===== config.mk =====
export PLATFORM = sky130hd
export DESIGN_NAME = cdll_ram
export DESIGN_NICKNAME = d
export VERILOG_FILES = /design/src/hdl/cdll_ram.sv
export SDC_FILE = /design/constraint.sdc
export NUM_CORES = 1
export LEC_CHECK = 0
export ABC_CLOCK_PERIOD_IN_PS = 1700
export BUFFER_PORTS_ARGS = -buffer_cell sky130_fd_sc_hd__buf_2
export CAP_MARGIN = 20
export CORE_UTILIZATION = 52
export CTS_CLUSTER_SIZE = 10
export DETAILED_ROUTE_END_ITERATION = 6
export PLACE_DENSITY = 0.83
export SKIP_CTS_REPAIR_TIMING = 1
export SYNTH_ARGS = -nofsm -noshare
export SYNTH_HDL_FRONTEND = slang
export SYNTH_SLANG_ARGS = --single-unit

===== constraint.sdc =====
create_clock -name clk -period 1.7 [get_ports clk]
set_clock_uncertainty 0.2 [all_clocks]
set_input_delay 0.085 -clock clk [delete_from_list [all_inputs] [get_ports clk]]
set_output_delay 0.085 -clock clk [all_outputs]
set_load 0.01 [all_outputs]

===== src/hdl/cdll_ram.sv =====
`timescale 1ns / 1ps
`default_nettype none
// ----------------------------------------------------------------------------
// cdll_ram
// generic simple dual-port ram (one write port, one read port) with registered read
// ----------------------------------------------------------------------------
module cdll_ram #(
    parameter int WIDTH = 8,
    parameter int DEPTH = 16
) (
    input  wire logic                     clk,
    input  wire logic                     we,
    input  wire logic [$clog2(DEPTH)-1:0] waddr,
    input  wire logic [WIDTH-1:0]         wdata,
    input  wire logic [$clog2(DEPTH)-1:0] raddr,
    output logic      [WIDTH-1:0]         rdata
);
    logic [WIDTH-1:0] mem [DEPTH];

    always_ff @(posedge clk)
    begin
        if (we)
        begin
            mem[waddr] <= wdata;
        end
        rdata <= mem[raddr];
    end
endmodule
`default_nettype wire


# After elaboration in Yosys (flattened, before gate mapping)
# Memory sizes are Yosys's and may differ from the RTL's. A register that Yosys moved wholly into a read port is not among the register bits.
# Cells that the tools add are included.
# op_classes
mux	2
# ops
op	n
2-to-1 mux 1 bit	2
# totals
n_memories	1
register_bits	0
inputBits	18
out_inout_bits	8
wordCells	3
ram_bits	128
# memory_table
name	words	width	read_ports	rd_ports_with_merged_regs	wr	line	text
mem	16	8	1	1	1	18	logic [WIDTH-1:0] mem [DEPTH];

# Depth between registers and ports, before layout
# logic_depth
word_depth	2
mapped_depth	5
ltp_nobuf	3

# Worst setup path after synthesis
# No wires, ideal clock.
# synth_timing
path_kind	input -> register
start	input port waddr[2]
end	memory mem[0][0] (enable)
t_required_ns	1.117
setup_slack_ns	-0.078
path_buffers	0
t_arrival_ns	1.195
cell_stages	2
setup_time_ns	0.383
path_cell_list	or3b_2 -> nor3_1
# synth_lines
item	line	text
start, declared	13	input wire logic [$clog2(DEPTH)-1:0] waddr,
end, declared	18	
# No word-level cell before the write port.

==> results.txt <==
RSZ-0062 raised after global routing: no
Period utilization: 97.0%
Synth Cell Area: 5150 um^2
Minimum clock period: 1.65 ns
Clock tree buffer depth: 2
Compound-Gate Fraction of Synth Area: 2.33%
Mux contribution to synthesized area: 15.0%
Max Cap Viol: 0
Reg2Reg Depth: 3
Total power: 7610 uW
Pin count of the biggest net entering global routing: 33
Core Util, Final: 66.7%
Final hold violation count: 0
CTS Buf Count: 17
Die Width: 101 um
CTS sink cnt: 136
Initial Utilization: 54.7%
Post-synthesis sequential area ratio: 77.8%
Crit-path slowest cell: dlygate4sd3_1
Min-delay src: raddr[1]
Worst rel slew slack: 74.1%
LEAKAGE: 0.00216 uW
Hold path endpoint: rdata[5]
Number of buffers and inverters on the critical path: 4
Initial antenna violation count: 0
Global-route usage over all layers: 21.7%
Input/output buffers: 25
Reg2reg start: mem[9][1]
HPWL after DPL: 5960 um
Crit Path Max Fanout: 8
Clock Latency Late Sink: 0.52 ns
First-pass GRT wire length: 15000 um
Placer congestion estimate: 0.733
Htree depth: 4
Placement Rows: 35
Cells after Synth: 229
Main combinational cell family by area after synthesis: multiplexers
DRC: 0
DRT Pass-1 Iters: 4
CORE AREA: 9420 um^2
Run status: completed
Synth Area in Adders: 0%
Post-synthesis xor/xnor area fraction: 0%
PwrDens: 1210 nW/um^2
CTS tree: yes
Worst R2R End: rdata[1]
Die area: 10300 um^2
Synth cell types: 19
Die Span Y: 101 um
Fmax: 606 MHz
Most frequent cells in the layout: edfxtp_1 (128), buf_2 (25), buf_4 (20)
Area Growth Syn to Fin: 22.0%
Wire length per cell: 22.1 um
WL final: 9800 um
Nets: 319
CP top delay family: buffers and inverters
Post-Syn Nets: 247
Number of flops mapped to enable cells by yosys: 128
CP cell instances: dlygate4sd3_1, buf_2, nor2_1, buf_4, dlygate4sd3_1, a22oi_1, nand2_1
Most common cell after layout, fill and taps aside: edfxtp_1
Clock transition at path regs: 0.06 ns
Worst path arrival time: 1.91 ns
Grt total ovfl: 0
Startpoint types: input port
Max Slew Vio Count: 0
Dominant register cell in the synthesized netlist: edfxtp_1
CP max stage delay: 0.59 ns
Yosys warning count: 0
Routed vias/inst: 5.64
Ant diodes: 0
Register-to-register setup slack: 0.12 ns
CP endpoint kind: register
Clk root buf: clkbuf_8
Synthesis-stage register bit count: 136
Post-Synth Simple-Gate Area: 3.18%
Worst slew pin tran: 0.388 ns
Hold Crit Class: in -> reg
Antenna-violating nets left: 0
Top Ports: 26
Share of layout cells above drive strength 1: 31.8%
Synthesized area per cell: 22.5 um^2
Setup CP Type: in -> reg
Final setup fails: 0
VDD IR-drop max: 934 uV
Post-synth ARST share: 0%
Vias: 2498
Starting DRT DRC Count: 157
Hold depth: 5
Req. time, crit path: 1.96 ns
CP most frequent cell: dlygate4sd3_1
Vias in the first global route: 2555
-- cells in the mapped netlist (2+ instances only) --
master	count	area share (%)
nand2b_1	2	0.24
clkdlybuf4s25_2	3	0.58
nor2_1	13	0.95
nor3_1	4	0.39
mux4_1	14	7.1
edfxtp_1	128	75
mux4_2	18	7.9
buf_6	3	0.66
nand2_1	9	0.66
buf_2	3	0.29
dfxtp_1	8	3.1
nand3b_1	2	0.29
a22oi_1	16	2.3
-- worst reg2reg max path: stages, from the launching register on --
cell and delay [ns]:
edfxtp_1 0.36, mux4_1 0.50, a22oi_1 0.30, nand2_1 0.11
-- sequential cells by signal (all words and copies together), names as in the netlist --
| signal | count |
|---|---|
| rdata | 8 |
| mem | 128 |
-- report_power, final --
part / internal [uW] / leakage, uW / switching, uW
logic: 181 / 0.000673 / 206
registers: 3750 / 0.00122 / 27.0
clock network: 2080 / 0.000262 / 1370
total: 6010 / 0.00216 / 1600
-- worst max path at each step --
stage	startpoint	to	slack [ns]	cells after the start
2_1_floorplan	waddr[2]	mem[3][0]	0.15	2
3_3_place_gp	raddr[0]	rdata[5]	0.002	5
3_5_place_dp	raddr[0]	rdata[3]	-0.02	5
4_1_cts	mem[9][1]	rdata[1]	0.13	3
5_1_grt	waddr[0]	mem[0][2]	0.02	5
6_report	raddr[2]	rdata[7]	0.05	7
-- per-layer routing --
| layer | up-vias | GRT usage [%] | wire length, um |
|---|---|---|---|
| met5 | - | 0 | 0 |
| met2 | 100 | 34.1 | 4990 |
| met3 | 19 | 6.56 | 565 |
| met1 | 1256 | 29.0 | 4080 |
| met4 | 0 | 8.36 | 165 |
| li1 | 1123 | - | - |
-- area by class of cell --
type,count,area (um^2)
fill,589,3130
sequential,136,4000
timing repair buffer,63,485
tap,129,161
clock buffer,17,414
multi-input combinational,83,1060
clock inverter,15,155
-- per-stage QoR --
| step | std cells | setup slack [ns] | TNS (ns) | hold WS (ns) | area [um^2] |
|---|---|---|---|---|---|
| finish | 443 | 0.0505 | 0 | 0.0285 | 6280 |
| detailed placement | 396 | -0.0169 | -0.0253 | 0.280 | 5560 |
| floorplan | 229 | 0.149 | 0 | -0.0161 | 5150 |
| CTS | 428 | 0.128 | 0 | -0.263 | 6130 |
| global route | 443 | 0.0208 | 0 | 0.0397 | 6280 |
| global placement | 396 | 0.00164 | 0 | 0.265 | 5560 |
-- cell families (layout without fill, tap and decap cells) --
| logic type | after synthesis | after routing |
|---|---|---|
| DFF | 136 | 136 |
| and+or+nand+nor | 35 | 35 |
| muxes | 32 | 32 |
| AOI/OAI and AO/OA | 16 | 16 |
| buffers and inverters | 10 | 95 |
Power figures use the tool's default switching activity.
